## config.mk

```make
export PLATFORM = sky130hd
export DESIGN_NAME = lmha_front
export DESIGN_NICKNAME = d
export VERILOG_FILES = /design/src/lmha_pkg.sv /design/src/lmha_front.sv
export SDC_FILE = /design/constraint.sdc
export NUM_CORES = 1
export LEC_CHECK = 0
export ABC_AREA = 1
export BUFFER_PORTS_ARGS = -buffer_cell sky130_fd_sc_hd__buf_4
export CORE_MARGIN = 3
export CORE_UTILIZATION = 50
export CTS_CLUSTER_DIAMETER = 80
export DETAILED_ROUTE_END_ITERATION = 8
export GPL_TIMING_DRIVEN = 0
export PLACE_DENSITY = 0.83
export SETUP_SLACK_MARGIN = 0.5
export SLEW_MARGIN = 20
export SYNTH_ARGS = -nofsm -noshare
export SYNTH_HDL_FRONTEND = slang
export SYNTH_SLANG_ARGS = --single-unit
```

## constraint.sdc

```tcl
create_clock -name clk -period 10.4 [get_ports clk]
set_input_delay 0 -clock clk [delete_from_list [all_inputs] [get_ports clk]]
set_output_delay 0 -clock clk [all_outputs]
set_load 0.01 [all_outputs]
```

## src/lmha_pkg.sv

```systemverilog
// Shared types, constants and helper functions for the list-mode histogram accumulator.
`default_nettype none

package lmha_pkg;

  // Default geometry
  localparam int IMAGE_COLUMNS_DEF  = 400;
  localparam int IMAGE_ROWS_DEF     = 1024;
  localparam int TIME_BIN_WIDTH_DEF = 8;
  localparam int TIME_CHANNELS_DEF  = 8000;

  // Field widths
  localparam int X_W        = 10;
  localparam int Y_W        = 10;
  localparam int CHAN_W     = 3;
  localparam int TOF_W      = 24;
  localparam int RADDR_W    = 19;
  localparam int BIN_ADDR_W = 19;
  localparam int COUNT_W    = 32;

  // Internal address wide enough for the largest store the parameters allow (1024 x 1024)
  localparam int MEM_ADDR_W = 20;

  // Reciprocal scaling for the time binning
  localparam int RECIP_SHIFT = TOF_W;

  localparam int QUEUE_DEPTH = 4;

  localparam logic [CHAN_W-1:0] STOP_CHANNEL_ID = 3'd1;

  localparam logic OP_EVENT = 1'b0;
  localparam logic OP_READ  = 1'b1;

  localparam logic MODE_IMAGING = 1'b0;
  localparam logic MODE_TOF     = 1'b1;

  typedef struct packed {
    logic                opcode;
    logic [X_W-1:0]      event_x;
    logic [Y_W-1:0]      event_y;
    logic [CHAN_W-1:0]   stop_channel;
    logic [TOF_W-1:0]    flight_time;
    logic [RADDR_W-1:0]  read_address;
  } lmha_in_t;

  typedef struct packed {
    logic                  accepted;
    logic [BIN_ADDR_W-1:0] bin_address;
    logic [COUNT_W-1:0]    bin_count;
  } lmha_out_t;

  typedef enum logic [1:0] {
    CMD_DROP,
    CMD_BUMP,
    CMD_READ
  } cmd_kind_t;

  // One classified item on its way from front to back
  typedef struct packed {
    cmd_kind_t             kind;
    logic [MEM_ADDR_W-1:0] mem_addr;
    logic [BIN_ADDR_W-1:0] out_addr;
  } lmha_cmd_t;

  typedef struct packed {
    logic full;
    logic empty;
  } queue_status_t;

  typedef struct packed {
    logic clearing;
  } back_status_t;

  function automatic int store_depth(int cols, int rows, int channels);
    int img_bins;
    img_bins = cols * rows;
    return (img_bins > channels) ? img_bins : channels;
  endfunction

  function automatic int addr_bits(int depth);
    return (depth > 1) ? $clog2(depth) : 1;
  endfunction

endpackage

`default_nettype wire

```

## src/lmha_front.sv

```systemverilog
// Front end: accepts an item, computes and checks its bin address, queues the command.
`default_nettype none

module lmha_front
  import lmha_pkg::*;
#(
  parameter int IMAGE_COLUMNS  = IMAGE_COLUMNS_DEF,
  parameter int IMAGE_ROWS     = IMAGE_ROWS_DEF,
  parameter int TIME_BIN_WIDTH = TIME_BIN_WIDTH_DEF,
  parameter int TIME_CHANNELS  = TIME_CHANNELS_DEF
) (
  input  wire logic          clk,
  input  wire logic          rst,
  input  wire logic          start,
  input  wire lmha_in_t      item,
  input  wire logic          histogram_mode,
  input  wire back_status_t  back_stat,
  input  wire queue_status_t q_stat,
  output logic               busy,
  output logic               push,
  output lmha_cmd_t          cmd
);

  localparam int STORE_DEPTH = store_depth(IMAGE_COLUMNS, IMAGE_ROWS, TIME_CHANNELS);
  localparam int ROWS_W      = $clog2(IMAGE_ROWS + 1);
  localparam int IMG_W       = X_W + ROWS_W;
  localparam int RECIP_W     = TOF_W + 1;
  localparam int PROD_W      = TOF_W + RECIP_W;
  localparam int DIV_W       = $clog2(TIME_BIN_WIDTH + 1);
  localparam int TQ_W        = TOF_W + DIV_W;
  localparam logic [RECIP_W-1:0] RECIP   = RECIP_W'((1 << RECIP_SHIFT) / TIME_BIN_WIDTH);
  localparam logic [DIV_W-1:0]   DIVISOR = DIV_W'(TIME_BIN_WIDTH);

  typedef enum logic [2:0] {
    F_IDLE,
    F_MUL,
    F_FIX,
    F_CHK,
    F_PUSH
  } front_state_t;

  front_state_t      st;
  lmha_in_t          itm;
  logic              md;
  logic [PROD_W-1:0] prod;
  logic [TOF_W-1:0]  q0;
  logic [TQ_W-1:0]   qd;
  lmha_cmd_t         cmd_next;

  logic [IMG_W-1:0]  img_prod;
  logic [PROD_W-1:0] tof_prod;
  logic [TOF_W-1:0]  q_est;
  logic [TQ_W-1:0]   rem;
  logic [TOF_W-1:0]  qbin;
  logic [31:0]       img_addr;
  logic [31:0]       bin32;
  logic [31:0]       rd32;
  logic              img_ok;
  logic              tof_ok;

  assign busy = (st != F_IDLE) || back_stat.clearing;
  assign push = (st == F_PUSH) && !q_stat.full;

  // Constant multiplies: x * rows, and time * reciprocal of the bin width
  assign img_prod = IMG_W'(itm.event_x) * IMG_W'(IMAGE_ROWS);
  assign tof_prod = PROD_W'(itm.flight_time) * PROD_W'(RECIP);
  assign q_est    = prod[RECIP_SHIFT+TOF_W-1:RECIP_SHIFT];

  always_comb begin
    // quotient estimate is low by at most one; fix with one compare
    rem      = TQ_W'(itm.flight_time) - qd;
    qbin     = q0 + TOF_W'(rem >= TQ_W'(DIVISOR));
    bin32    = 32'(qbin);
    img_addr = 32'(prod[IMG_W-1:0]) + 32'(itm.event_y);
    rd32     = 32'(itm.read_address);
    img_ok   = (32'(itm.event_x) < 32'(IMAGE_COLUMNS)) &&
               (32'(itm.event_y) < 32'(IMAGE_ROWS));
    tof_ok   = (itm.stop_channel == STOP_CHANNEL_ID) && (bin32 < 32'(TIME_CHANNELS));

    cmd_next = '{kind: CMD_DROP, mem_addr: '0, out_addr: '0};
    if (itm.opcode == OP_READ) begin
      cmd_next.out_addr = itm.read_address;
      if (rd32 < 32'(STORE_DEPTH)) begin
        cmd_next.kind     = CMD_READ;
        cmd_next.mem_addr = rd32[MEM_ADDR_W-1:0];
      end
    end else if (md == MODE_IMAGING) begin
      if (img_ok) begin
        cmd_next.kind     = CMD_BUMP;
        cmd_next.mem_addr = img_addr[MEM_ADDR_W-1:0];
        cmd_next.out_addr = img_addr[BIN_ADDR_W-1:0];
      end
    end else begin
      if (tof_ok) begin
        cmd_next.kind     = CMD_BUMP;
        cmd_next.mem_addr = bin32[MEM_ADDR_W-1:0];
        cmd_next.out_addr = bin32[BIN_ADDR_W-1:0];
      end
    end
  end

  always_ff @(posedge clk) begin
    if (rst) begin
      st <= F_IDLE;
    end else begin
      case (st)
        F_IDLE: begin
          if (start && !back_stat.clearing) begin
            itm <= item;
            md  <= histogram_mode;
            st  <= F_MUL;
          end
        end
        F_MUL: begin
          prod <= (md == MODE_TOF) ? tof_prod : PROD_W'(img_prod);
          st   <= F_FIX;
        end
        F_FIX: begin
          q0 <= q_est;
          qd <= TQ_W'(q_est) * TQ_W'(DIVISOR);
          st <= F_CHK;
        end
        F_CHK: begin
          cmd <= cmd_next;
          st  <= F_PUSH;
        end
        F_PUSH: begin
          if (!q_stat.full) begin
            st <= F_IDLE;
          end
        end
        default: begin
          st <= F_IDLE;
        end
      endcase
    end
  end

endmodule

`default_nettype wire

```

==> metrics <==
cts bufs inserted=17; most frequent CP cell=nand2_1; Register Area=about 4800 sq um; MaxCap Viol Count=0; dpl hpwl=around 13 mm; Final Critical Period=around 4.4 ns; design area=between 10000 and 15000 sq um; CTS tree=built; grt ovf=0; IO Port Bufs=around 110; Die Height=131.1 microns; RD Place Congestion=around 0.89; core area=between 15000 and 20000 sq um; Setup Viol. Count Final=0; Final period util=42.00%; Avg Inst Size Synth=just over 10 sq um; Relative slew margins=about 58%; Root Driver=clkbuf_16; final setup TNS=0 ns; Hold Crit Class=primary input to register; share of cells above drive strength 1=between 10% and 20%; CP max-delay cell=edfxtp_1; Max stage delay on crit path=0.46 ns; Placed Cells=roughly 1100; RSZ-0062 raised after global routing=false; largest net degree at the start of global routing=31; fmax=between 200 and 250 MHz; adder-cell share of the synthesized area=3.933%; Worst-Skew Late Latency=roughly 0.43 ns; I/O pin total=roughly 120; synth warn=0; commonest register cell after synthesis=edfxtp_1; die footprint=approximately 17000 sq um; Final Util=roughly two thirds; total track usage=about 23%; Die X=around 130 microns; synthesized net count=872; Distinct cells, synth=39; first-pass GRT wire length=31.11 mm; worst setup path class=register to register; simple-gate portion of the synthesized area=a little under a quarter; DR iter-0 viols=532; DR pass1 iterations=6; Setup crit end kind=register; hold path cells=3; # DRC=0; Yosys reg bits=between 150 and 200; largest family of logic cells by synthesized area=simple AND/OR/NAND/NOR gates; fin nets=approximately 1100; Fillers=around 1100; share of flip-flops with an asynchronous set or reset=0%; Core Rows=between 40 and 50; post-synthesis compound-gate area fraction=around 4.4%; WL final=~19 mm; fin cells=1209; Hold Fails Final Rpt=0; clock transition at the registers of the reported paths=0.07 ns; Worst Path Arrival=approximately 4.7 ns; Critical Path RT=~11 ns; cell area after synthesis=around 8000 sq um; clock sinks=between 150 and 200; Post-Syn Instances=774; EDFF count, synth=approximately 160; synthesis-to-layout area growth=32.05%; sequential fraction of the synthesis area=between 60% and 70%; vias=between 6000 and 7000; Hold Path End=itm[65]; clk buf depth=2; Synth Area in XOR/XNOR=approximately 1.0%; Worst Max-Slew Pin Slew=0.6299 ns; Setup crit start kind=register; Multi-input gate area=2547 sq um; H-tree Lvls=4; Worst Hold Slack=about 0.087 ns; R2R Setup Slk=about 6.0 ns; status=finished, final reports clean; CP Max Fanout=10; post-route antenna net violation count=0; Post-CTS Setup Repair Bufs=0; HP Start=start; P_leak=between 4 and 5 nW; worst clock skew=roughly 0.0074 ns; DR WL/cell=between 15 and 20 microns; Worst VDD drop=around 120 uV; worst r2r path cells=30; initial antenna violation count=1; Starting Density=51.29%; Cell Area, Placed=9069 sq um; Vias/cell=5.191; power density cells=roughly 150 nW/um^2; post-synthesis mux area share=0%; FF-to-FF Start=qd[8]; r2r endpoint=cmd[6]; Slew Viols, Final=0; vias in the first global route=around 6300
## kinds of logic after synthesis
family / after synthesis
and+or+nand+nor: 396
DFF: 161
buffers and inverters: 124
AOI/OAI and AO/OA: 60
adders and majority gates: 24
xor gates and xnor gates: 9
## through the flow
stage | setup slack [ns] | total power [mW]
after floorplan | 4.633 | 0.8761
after global placement | 2.651 | 0.9315
after detailed placement | 6.101 | 0.9414
after CTS | 6.062 | 1.563
after global routing | 5.548 | 1.624
final | 6.032 | 1.567
## state kept, by name, summed over array words and instances, names as in the netlist
register	count
cmd	41
prod	31
qd	21
st	3
md	1
itm	64
## worst max-delay path by stage
stage / from / to / slack (ns) / cells past startpoint
final: qd[8] / cmd[6] / 6.03 / 30
after global routing: qd[8] / cmd[25] / 5.55 / 30
after CTS: itm[22] / cmd[6] / 6.06 / 29
after detailed placement: itm[22] / cmd[25] / 6.10 / 29
after global placement: st[0] / itm[23] / 2.65 / 4
after floorplan: st[0] / itm[0] / 4.63 / 4
## where the power goes
group,total [mW],internal [mW],switching (mW)
Sequential,0.765,0.749,0.0169
Clock,0.611,0.336,0.275
Combinational,0.190,0.0840,0.106
Total,1.57,1.17,0.398
## worst max-delay path, delay by kind of cell, from the launching register on
family                   cells  cell delay [ns]
flip-flops                   1             0.46
adder cells (fa/ha/maj)      3             0.77
buffers and inverters        4             0.45
AO/OA/AOI/OAI                2             0.49
AND/OR/NAND/NOR             21             2.05
## routing by layer
| metal | routed length [microns] | vias up | track usage, % |
|---|---|---|---|
| met4 | 522 | 0 | 8.926 |
| met3 | 1275 | 41 | 4.747 |
| met2 | 9860 | 278 | 40.18 |
| met5 | 0 | - | 0 |
| met1 | 7696 | 2907 | 28.21 |
| li1 | - | 3050 | - |
## placed cells by master (no fill, tap or decap), types with 3 or more instances in the layout
cell type	instances
ha_1	23
clkbuf_1	7
o31ai_1	3
nand3_2	11
o22ai_1	4
nor3_2	3
nand3b_1	6
nor2_4	7
buf_4	120
xor2_1	6
nand4_1	9
dlygate4sd3_1	69
nor2_2	3
edfxtp_1	158
o21ai_0	13
nand3_1	83
xnor2_1	3
clkinv_4	4
nor3_1	8
o32ai_1	3
inv_6	5
inv_1	109
a21oi_1	28
nand2_2	3
dfxtp_1	3
clkbuf_16	17
nor2_1	73
nand2_1	184
o21a_1	3
## layout make-up
class                      count  share of cell area [%]
antenna                        1                 0.02421
sequential                   161                   46.49
inverter                     110                   3.995
clock inverter                15                   1.429
clock buffer                  17                   4.116
buffer                        14                  0.8111
multi-input combinational    489                   24.65
tap                          211                   2.554
timing repair buffer         191                   15.93
## synth_stat cells, drive strengths merged, types with 6 or more instances
cell	number	area, sq um
a21oi	28	140.1
clkbuf	7	26.28
edfxtp	158	4745
ha	23	287.8
inv	109	409.1
nand2	187	709.4
nand3	94	525.5
nand3b	6	45.04
nand4	9	56.30
nor2	83	354.1
nor3	11	65.06
o21ai	14	70.06
xor2	6	52.55
## repair_timing
action / 4_1_cts / 5_1_grt
resized for setup: 0 / 0
hold buffers: 69 / 0
hold endpoints to repair: 79 / 0
(Power assumes the default switching activity.)
