==> src/lmha_pkg.sv <==
// Shared types, constants and helper functions for the list-mode histogram accumulator.
`default_nettype none

package lmha_pkg;

  // Default geometry
  localparam int IMAGE_COLUMNS_DEF  = 400;
  localparam int IMAGE_ROWS_DEF     = 1024;
  localparam int TIME_BIN_WIDTH_DEF = 8;
  localparam int TIME_CHANNELS_DEF  = 8000;

  // Field widths
  localparam int X_W        = 10;
  localparam int Y_W        = 10;
  localparam int CHAN_W     = 3;
  localparam int TOF_W      = 24;
  localparam int RADDR_W    = 19;
  localparam int BIN_ADDR_W = 19;
  localparam int COUNT_W    = 32;

  // Internal address wide enough for the largest store the parameters allow (1024 x 1024)
  localparam int MEM_ADDR_W = 20;

  // Reciprocal scaling for the time binning
  localparam int RECIP_SHIFT = TOF_W;

  localparam int QUEUE_DEPTH = 4;

  localparam logic [CHAN_W-1:0] STOP_CHANNEL_ID = 3'd1;

  localparam logic OP_EVENT = 1'b0;
  localparam logic OP_READ  = 1'b1;

  localparam logic MODE_IMAGING = 1'b0;
  localparam logic MODE_TOF     = 1'b1;

  typedef struct packed {
    logic                opcode;
    logic [X_W-1:0]      event_x;
    logic [Y_W-1:0]      event_y;
    logic [CHAN_W-1:0]   stop_channel;
    logic [TOF_W-1:0]    flight_time;
    logic [RADDR_W-1:0]  read_address;
  } lmha_in_t;

  typedef struct packed {
    logic                  accepted;
    logic [BIN_ADDR_W-1:0] bin_address;
    logic [COUNT_W-1:0]    bin_count;
  } lmha_out_t;

  typedef enum logic [1:0] {
    CMD_DROP,
    CMD_BUMP,
    CMD_READ
  } cmd_kind_t;

  // One classified item on its way from front to back
  typedef struct packed {
    cmd_kind_t             kind;
    logic [MEM_ADDR_W-1:0] mem_addr;
    logic [BIN_ADDR_W-1:0] out_addr;
  } lmha_cmd_t;

  typedef struct packed {
    logic full;
    logic empty;
  } queue_status_t;

  typedef struct packed {
    logic clearing;
  } back_status_t;

  function automatic int store_depth(int cols, int rows, int channels);
    int img_bins;
    img_bins = cols * rows;
    return (img_bins > channels) ? img_bins : channels;
  endfunction

  function automatic int addr_bits(int depth);
    return (depth > 1) ? $clog2(depth) : 1;
  endfunction

endpackage

`default_nettype wire

==> src/lmha_queue.sv <==
// Short command queue between the front end and the histogram back end.
`default_nettype none

module lmha_queue
  import lmha_pkg::*;
(
  input  wire logic      clk,
  input  wire logic      rst,
  input  wire logic      push,
  input  wire lmha_cmd_t push_cmd,
  input  wire logic      pop,
  output queue_status_t  q_stat,
  output lmha_cmd_t      head
);

  localparam int PTR_W = (QUEUE_DEPTH > 1) ? $clog2(QUEUE_DEPTH) : 1;

  lmha_cmd_t        slots [QUEUE_DEPTH];
  logic [PTR_W-1:0] wr_ptr;
  logic [PTR_W-1:0] rd_ptr;
  logic [PTR_W:0]   count;

  assign q_stat.full  = (count == (PTR_W+1)'(QUEUE_DEPTH));
  assign q_stat.empty = (count == '0);
  assign head         = slots[rd_ptr];

  always_ff @(posedge clk) begin
    if (push) begin
      slots[wr_ptr] <= push_cmd;
    end
  end

  always_ff @(posedge clk) begin
    if (rst) begin
      wr_ptr <= '0;
      rd_ptr <= '0;
      count  <= '0;
    end else begin
      if (push) begin
        wr_ptr <= (wr_ptr == PTR_W'(QUEUE_DEPTH - 1)) ? '0 : wr_ptr + 1'b1;
      end
      if (pop) begin
        rd_ptr <= (rd_ptr == PTR_W'(QUEUE_DEPTH - 1)) ? '0 : rd_ptr + 1'b1;
      end
      case ({push, pop})
        2'b10:   count <= count + 1'b1;
        2'b01:   count <= count - 1'b1;
        default: count <= count;
      endcase
    end
  end

endmodule

`default_nettype wire

==> config.mk <==
export PLATFORM = sky130hd
export DESIGN_NAME = lmha_queue
export DESIGN_NICKNAME = d
export VERILOG_FILES = /design/src/lmha_pkg.sv /design/src/lmha_queue.sv
export SDC_FILE = /design/constraint.sdc
export NUM_CORES = 1
export LEC_CHECK = 0
export ABC_AREA = 1
export BUFFER_PORTS_ARGS = -buffer_cell sky130_fd_sc_hd__buf_2
export CAP_MARGIN = 20
export CORE_MARGIN = 5
export CORE_UTILIZATION = 41
export DETAILED_ROUTE_END_ITERATION = 8
export PLACE_DENSITY_LB_ADDON = 0.08
export SLEW_MARGIN = 0
export SYNTH_ARGS = -nofsm -noshare
export SYNTH_HDL_FRONTEND = slang
export SYNTH_SLANG_ARGS = --single-unit
==> constraint.sdc <==
create_clock -name clk -period 3.7 [get_ports clk]
set_input_delay 0.74 -clock clk [delete_from_list [all_inputs] [get_ports clk]]
set_output_delay 0.74 -clock clk [all_outputs]
set_load 0.03 [all_outputs]
==> summary.txt, run 1 <==
endpoints failing setup -> 0
Routed met2 length -> 6.591 mm
top-count cell post-synth -> edfxtp_1
post-synthesis mux area share -> 0%
status -> finished, final reports clean
Setup crit start kind -> register
Final Slew Violations -> 0
syn_area_per_cell -> 14.32 um2
Final nets -> 599
Async SR Flop Fraction -> 0%
largest area contributor in the netlist -> edfxtp_1
worst skew pair latency -> 0.42 ns
Final Instance Area -> 7747 um2
predominant post-synthesis flop cell -> edfxtp_1
CTS tree -> yes
Post-synth top cells -> edfxtp_1 (164), nor2_1 (87), o21ai_1 (48)
layout cell share with drive strength beyond 1 -> 23.21%
detailed-route via count -> 3,855
placed cell count -> 743
fraction of the mapped netlist area in adder cells -> 1.456%
root buffer cell -> clkbuf_16
largest cells by area after synthesis -> edfxtp_1 (75%), nor2_1 (5.0%), o22ai_1 (3.9%), o21ai_1 (3.7%), o21ai_0 (2.9%)
CTS resizes -> 0
Setup CP Type -> register to output pin
pre-CTS setup slack -> 1.143 ns
Worst Path Arrival -> 2.22 ns
RSZ-0062 raised after global routing -> false
fmax -> 337.7 MHz
Clock Sinks -> 173
cts bufs inserted -> 17
Mapped Area -> 6529 um2
H-tree levels -> 4
Final Hold Viols -> 0
fin cells -> 777
Worst Setup End Kind -> output pin
post-route setup slack -> 0.7392 ns
Cell Rows -> 46
CP Max Fanout -> 46
LEAKAGE -> 2.763 nW
highest metal used -> met5
Ports -> 88
Metal-1 WL -> 6.013 mm
WHS -> 0.5082 ns
Area Overhead vs Synth -> 18.67%
vias in the first global route -> 3,870
Synth Area in Compound Gates -> 10.90%
Port Buffer Count -> 87
met3 wire length -> 809 um
CP required -> 2.96 ns
simple-gate share of the synthesized area -> 5.941%
Synth cell types -> 20
placed inst area -> 7146 um2
Die Y -> 136.2 um
Slew headroom -> 45.67%
clk slew on worst S/H paths -> 0.06 ns
CTS max path bufs -> 2
Initial Util -> 41.40%
Routed WL per cell -> 17.54 um
final antenna-violating net count -> 0
GRT overflow -> 0
First DRT Iteration DRCs -> 305
Yosys top cell area share -> 75.43%
largest net degree at the start of global routing -> 51
Post-CTS Setup Repair Bufs -> 0
min-delay worst type -> primary input to register
PD cells -> 582.6 nW/um2
Post-Synth XOR/XNOR Area -> 0%
# DRC -> 0
Pwr Total -> 4.514 mW
VDD IR max -> 329.5 uV
first-pass GRT wire length -> 21.07 mm
synth warn -> 0
hold buffer count at cts -> 0
initial antenna violation count -> 3
Die Area -> 18,550 um2
skew final -> 0.008241 ns
Mapped Nets -> 508
Synth Instances -> 456
CORE AREA -> 15,770 um2
crit share post-route -> 80.02%
Least-Margin Pin Slew -> 0.8138 ns
Final Core Density -> 49.13%
setup TNS -> 0 ns
die width -> 136.2 um
Max Cap Viol -> 0
largest family of logic cells by synthesized area -> compound AO/OA/AOI/OAI gates
GP Congestion -> 0.7030
Total Routed Length -> 13.63 mm
Total GRT Usage -> 15.29%
hpwl dp -> 7.833 mm
TritonRoute pass-1 iters -> 5
synthesized flop and latch total -> 173
min cycle time layout -> 2.961 ns
drt via density -> 4.961
Post-synth EDFFs -> 164
register area share after synthesis -> 78.19%
cell type report:
type	count	area, um2
fill	1466	8023
sequential	173	5110
multi-input combinational	240	1195
timing repair buffer	97	523.0
clock buffer	17	425.4
tap	216	270.3
clock inverter	15	153.9
inverter	18	67.56
antenna	1	2.502
sequential cells by signal (all words and copies together), names as in the netlist, named ones only:
signal	cells
count	3
wr_ptr	2
slots	164
rd_ptr	2
cell families (layout without fill, tap and decap cells):
| group | count (synthesis) | after routing |
|---|---|---|
| AOI/OAI and AO/OA | 132 | 132 |
| DFF | 173 | 173 |
| and+or+nand+nor | 101 | 101 |
| other | 0 | 1 |
| buffers and inverters | 43 | 147 |
| adders and majority gates | 7 | 7 |
worst max-delay path, cell delays in order (launching register included):
cell,delay (ns)
dfxtp_4,0.68
buf_4,0.47
o21ai_1,0.13
o22ai_1,0.26
buf_2,0.25
cells in the final DEF (no fill, tap or decap), types with 2 or more instances in the layout:
cell type and n:
ha_1 6, clkinv_4 2, o21ai_0 38, nor3_1 4, buf_4 9, o21ai_1 48, edfxtp_1 164, nand2_1 8
clkinv_1 7, o22ai_1 41, a21oi_1 5, clkinvlp_4 2, buf_2 87, clkbuf_16 17, bufinv_16 3, inv_1 12
inv_2 6, dfxtp_1 7, nor2_1 87
report_power, final:
group | switching, mW | leakage, nW | internal [mW]
Clock | 0.687 | 0.275 | 1.04
Combinational | 0.375 | 0.906 | 0.141
Sequential | 0.0333 | 1.58 | 2.23
Total | 1.10 | 2.76 | 3.42
layer usage:
| layer | vias to the layer above | track usage, % |
|---|---|---|
| li1 | 1873 | - |
| met1 | 1885 | 19.15 |
| met2 | 73 | 25.07 |
| met3 | 20 | 5.144 |
| met4 | 4 | 5.039 |
| met5 | - | 0 |
worst paths after layout:
check	startpoint	endpoint	cells past startpoint	slack, ns
setup / recovery	register	head[3]	4	0.74
hold reg to reg	wr_ptr[1]	wr_ptr[1]	2	0.53
setup reg to reg	wr_ptr[0]	slots[0][4]	5	1.87
hold / removal	rst	wr_ptr[0]	2	0.51
Power figures use the tool's default switching activity.
==> run 2, diff against run 1 <==
--- a/config.mk
+++ b/config.mk
@@ -5,7 +5,7 @@
 export SDC_FILE = /design/constraint.sdc
 export NUM_CORES = 1
 export LEC_CHECK = 0
-export ABC_AREA = 1
+export ABC_AREA = 0
 export BUFFER_PORTS_ARGS = -buffer_cell sky130_fd_sc_hd__buf_2
 export CAP_MARGIN = 20
 export CORE_MARGIN = 5
==> constraint.sdc (replaced) <==
create_clock -name clk -period 2.9 [get_ports clk]
set_input_delay 0.58 -clock clk [delete_from_list [all_inputs] [get_ports clk]]
set_output_delay 0.58 -clock clk [all_outputs]
set_load 0.03 [all_outputs]
==> run 2 against run 1 <==
  * Sequential power grew 27%
  * Clock skew increased by 0.0015 ns
  * Sequential share of layout area hardly changed
  * Worst hold slack worse by 0.14 ns
  * Critical endpoint is now head[28]
  * Largest cell class unchanged
==> summary.txt, run 2 <==
largest area contributor in the netlist -> edfxtp_1 (unchanged)
skew final -> 0.009737 ns (was 0.008241 ns)
PD cells -> 746.0 nW/um2 (was 582.6 nW/um2)
Final Slew Violations -> 0 (unchanged)
Final Core Density -> 50.79% (was 49.13%)
# DRC -> 0 (unchanged)
Final Hold Viols -> 0 (unchanged)
max reg flops -> 164 (unchanged)
Clock Sinks -> 173 (unchanged)
status -> finished, final reports clean (unchanged)
Ports -> 88 (unchanged)
Synth Instances -> 263 (was 456)
Biggest register -> slots (unchanged)
fmax -> 385.8 MHz
largest net degree at the start of global routing -> 28 (was 51)
Yosys top cell area share -> 76.77% (was 75.43%)
Total Routed Length -> 11.24 mm (was 13.63 mm)
CTS resizes -> 0 (unchanged)
crit share post-route -> 89.39%
Die Area -> 18,250 um2 (was 18,550 um2)
top-count cell post-synth -> edfxtp_1 (unchanged)
Die Y -> 135.1 um (was 136.2 um)
hpwl dp -> 7.100 mm (was 7.833 mm)
reg-to-reg endpoint -> slots[3][36] (was slots[0][4])
first-pass GRT wire length -> 17.75 mm (was 21.07 mm)
Crit. path cell count -> 3 (was 4)
CP peak stage delay -> 0.56 ns (was 0.68 ns)
cts bufs inserted -> 17 (unchanged)
TritonRoute pass-1 iters -> 4 (was 5)
CP top delay family -> flip-flops (was buffers and inverters)
post-route setup slack -> 0.3077 ns (was 0.7392 ns)
Mapped Area -> 6415 um2 (was 6529 um2)
Port Buffer Count -> 87 (unchanged)
Final nets -> 421 (was 599)
GP Congestion -> 0.6904 (was 0.7030)
synthesized flop and latch total -> 173 (unchanged)
Post-synth top cells -> edfxtp_1 (164), mux4_2 (40), dfxtp_1 (9) (was edfxtp_1 (164), nor2_1 (87), o21ai_1 (48))
Post-CTS Setup Repair Bufs -> 0 (unchanged)
pre-CTS setup slack -> 0.7004 ns (was 1.143 ns)
root buffer cell -> clkbuf_16 (unchanged)
r2r startpoint -> wr_ptr[0] (unchanged)
worst skew pair latency -> 0.42 ns (about the same)
most frequent cells in the layout -> edfxtp_1 (164), buf_2 (87), mux4_2 (40), clkbuf_16 (17) (was edfxtp_1 (164), nor2_1 (87), buf_2 (87), o21ai_1 (48), o22ai_1 (41))
GRT overflow -> 0 (unchanged)
H-tree levels -> 4 (unchanged)
VDD IR max -> 396.4 uV (was 329.5 uV)
CP Max Fanout -> 18 (was 46)
Cell Rows -> 45 (was 46)
syn_area_per_cell -> 24.39 um2 (was 14.32 um2)
Setup CP Type -> register to output pin (unchanged)
Synth cell types -> 21 (was 20)
Worst Setup End Kind -> output pin (unchanged)
slowest CP cell -> dfxtp_4 (unchanged)
n_diodes -> 0 (was 1)
largest cells by area after synthesis -> edfxtp_1 (77%), mux4_2 (14%), dfxtp_1 (2.8%), buf_12 (1.2%), ha_1 (1.2%) (was edfxtp_1 (75%), nor2_1 (5.0%), o22ai_1 (3.9%), o21ai_1 (3.7%), o21ai_0 (2.9%))
layout cell share with drive strength beyond 1 -> 45.29% (was 23.21%)
setup TNS -> 0 ns (unchanged)
synth warn -> 0 (unchanged)
vias in the first global route -> 3,118 (was 3,870)
Reg2Reg Depth -> 3 (was 5)
Total GRT Usage -> 13.33% (was 15.29%)
Reg2Reg Setup Slack -> 1.23 ns (was 1.87 ns)
initial antenna violation count -> 1 (was 3)
drt via density -> 4.843 (was 4.961)
Area Overhead vs Synth -> 20.81% (was 18.67%)
min cycle time layout -> 2.592 ns
Slew headroom -> 64.69% (was 45.67%)
Post-synth EDFFs -> 164 (unchanged)
min-delay worst type -> primary input to register (unchanged)
predominant post-synthesis flop cell -> edfxtp_1 (unchanged)
Mapped Nets -> 315 (was 508)
CP required -> 2.32 ns (was 2.96 ns)
detailed-route via count -> 2,872 (was 3,855)
CP Cell Sequence -> buf_4 > mux4_2 > buf_2 (was buf_4 > o21ai_1 > o22ai_1 > buf_2)
hold buffer count at cts -> 0 (unchanged)
final antenna-violating net count -> 0 (unchanged)
Least-Margin Pin Slew -> 0.5296 ns (was 0.8138 ns)
CTS tree -> yes (unchanged)
Setup crit end -> head[28] (was head[3])
Max Cap Viol -> 0 (unchanged)
CTS max path bufs -> 2 (unchanged)
Routed WL per cell -> 18.95 um (was 17.54 um)
Async SR Flop Fraction -> 0% (unchanged)
die width -> 135.1 um (was 136.2 um)
CORE AREA -> 15,260 um2 (was 15,770 um2)
LEAKAGE -> 2.657 nW (was 2.763 nW)
endpoints failing setup -> 0 (unchanged)
Buf/Inv on CP -> 2 (unchanged)
First DRT Iteration DRCs -> 181 (was 305)
clk slew on worst S/H paths -> 0.06 ns (about the same)
Initial Util -> 42.04% (was 41.40%)
register area share after synthesis -> 79.58% (was 78.19%)
Worst Path Arrival -> 2.01 ns (was 2.22 ns)
RSZ-0062 raised after global routing -> false (unchanged)
largest registers -> slots x164, count x3 (unchanged)
Layout fillers -> 1,243 (was 1,466)
Setup crit start kind -> register (unchanged)
commonest non-fill, non-tap cell in the layout -> edfxtp_1 (unchanged)
-- run 2: cell count changes in the layout (fill, tap and decap cells not counted), sizes merged, moves of 2 or more --
cell	previous run	this run
nor3	4	1
o22ai	41	0
xor2	0	2
nor2	87	7
inv	18	7
mux4	0	41
clkinv	10	6
o21ai	86	1
mux2i	0	2
clkbuf	17	20
and2	0	4
nor3b	0	2
nand2	8	0
-- run 2: cells by family (layout without fill, tap and decap cells) --
family,after synthesis,after routing,synth area share [%]
AO/OA/AOI/OAI,5,5,0.3900
multiplexers,43,43,14.76
flip-flops,173,173,79.58
XOR/XNOR,2,2,0.2731
adder cells (fa/ha/maj),7,7,1.482
buffers and inverters,17,136,2.204
AND/OR/NAND/NOR,16,16,1.307
-- run 2: worst min path at each step --
stage,startpoint,to,slack (ns),cells past startpoint
final,push_cmd[10],slots[0][10],0.37,1
after global routing,push_cmd[14],slots[2][14],0.36,1
after CTS,push_cmd[20],slots[3][20],0.36,1
after detailed placement,count[2],count[2],0.49,2
after global placement,count[2],count[2],0.49,2
after floorplan,count[2],count[2],0.46,2
-- run 2: area by class of cell --
type                       instances  area, um2  area share, %
clock buffer                      20      446.7          5.764
clock inverter                    12      168.9          2.180
inverter                           7      26.28         0.3390
multi-input combinational         73       1174          15.14
sequential                       173       5110          65.93
tap                              211      264.0          3.407
timing repair buffer              97      560.5          7.233
-- run 2: stage by stage --
step	total power, mW	area (um2)	instances	hold WS (ns)
6_report	5.781	7750	593	0.3727
5_1_grt	6.027	7750	593	0.3571
2_1_floorplan	3.332	6415	263	0.4608
4_1_cts	5.859	7750	593	0.3553
3_3_place_gp	3.517	7134	561	0.4916
3_5_place_dp	3.527	7134	561	0.4942
-- run 2: worst register-to-register path: cells and delay by family, from the launching register on --
kind | cells | cell delay, ns
DFF | 1 | 0.39
buffers and inverters | 1 | 0.28
adders and majority gates | 1 | 0.19
and+or+nand+nor | 1 | 0.50
-- run 2: per-layer routing --
metal	vias to the layer above	GRT usage [%]	wire, um
li1	1310	-	-
met1	1480	16.58	4710
met2	65	21.90	5803
met3	15	3.987	507
met4	2	5.543	208
met5	-	0	7
-- run 2: report_power, final --
part / internal [mW] / total (mW) / switching (mW)
combinational: 0.217 / 0.577 / 0.359
sequential: 2.84 / 2.88 / 0.0353
clock: 1.46 / 2.33 / 0.869
total: 4.52 / 5.78 / 1.26
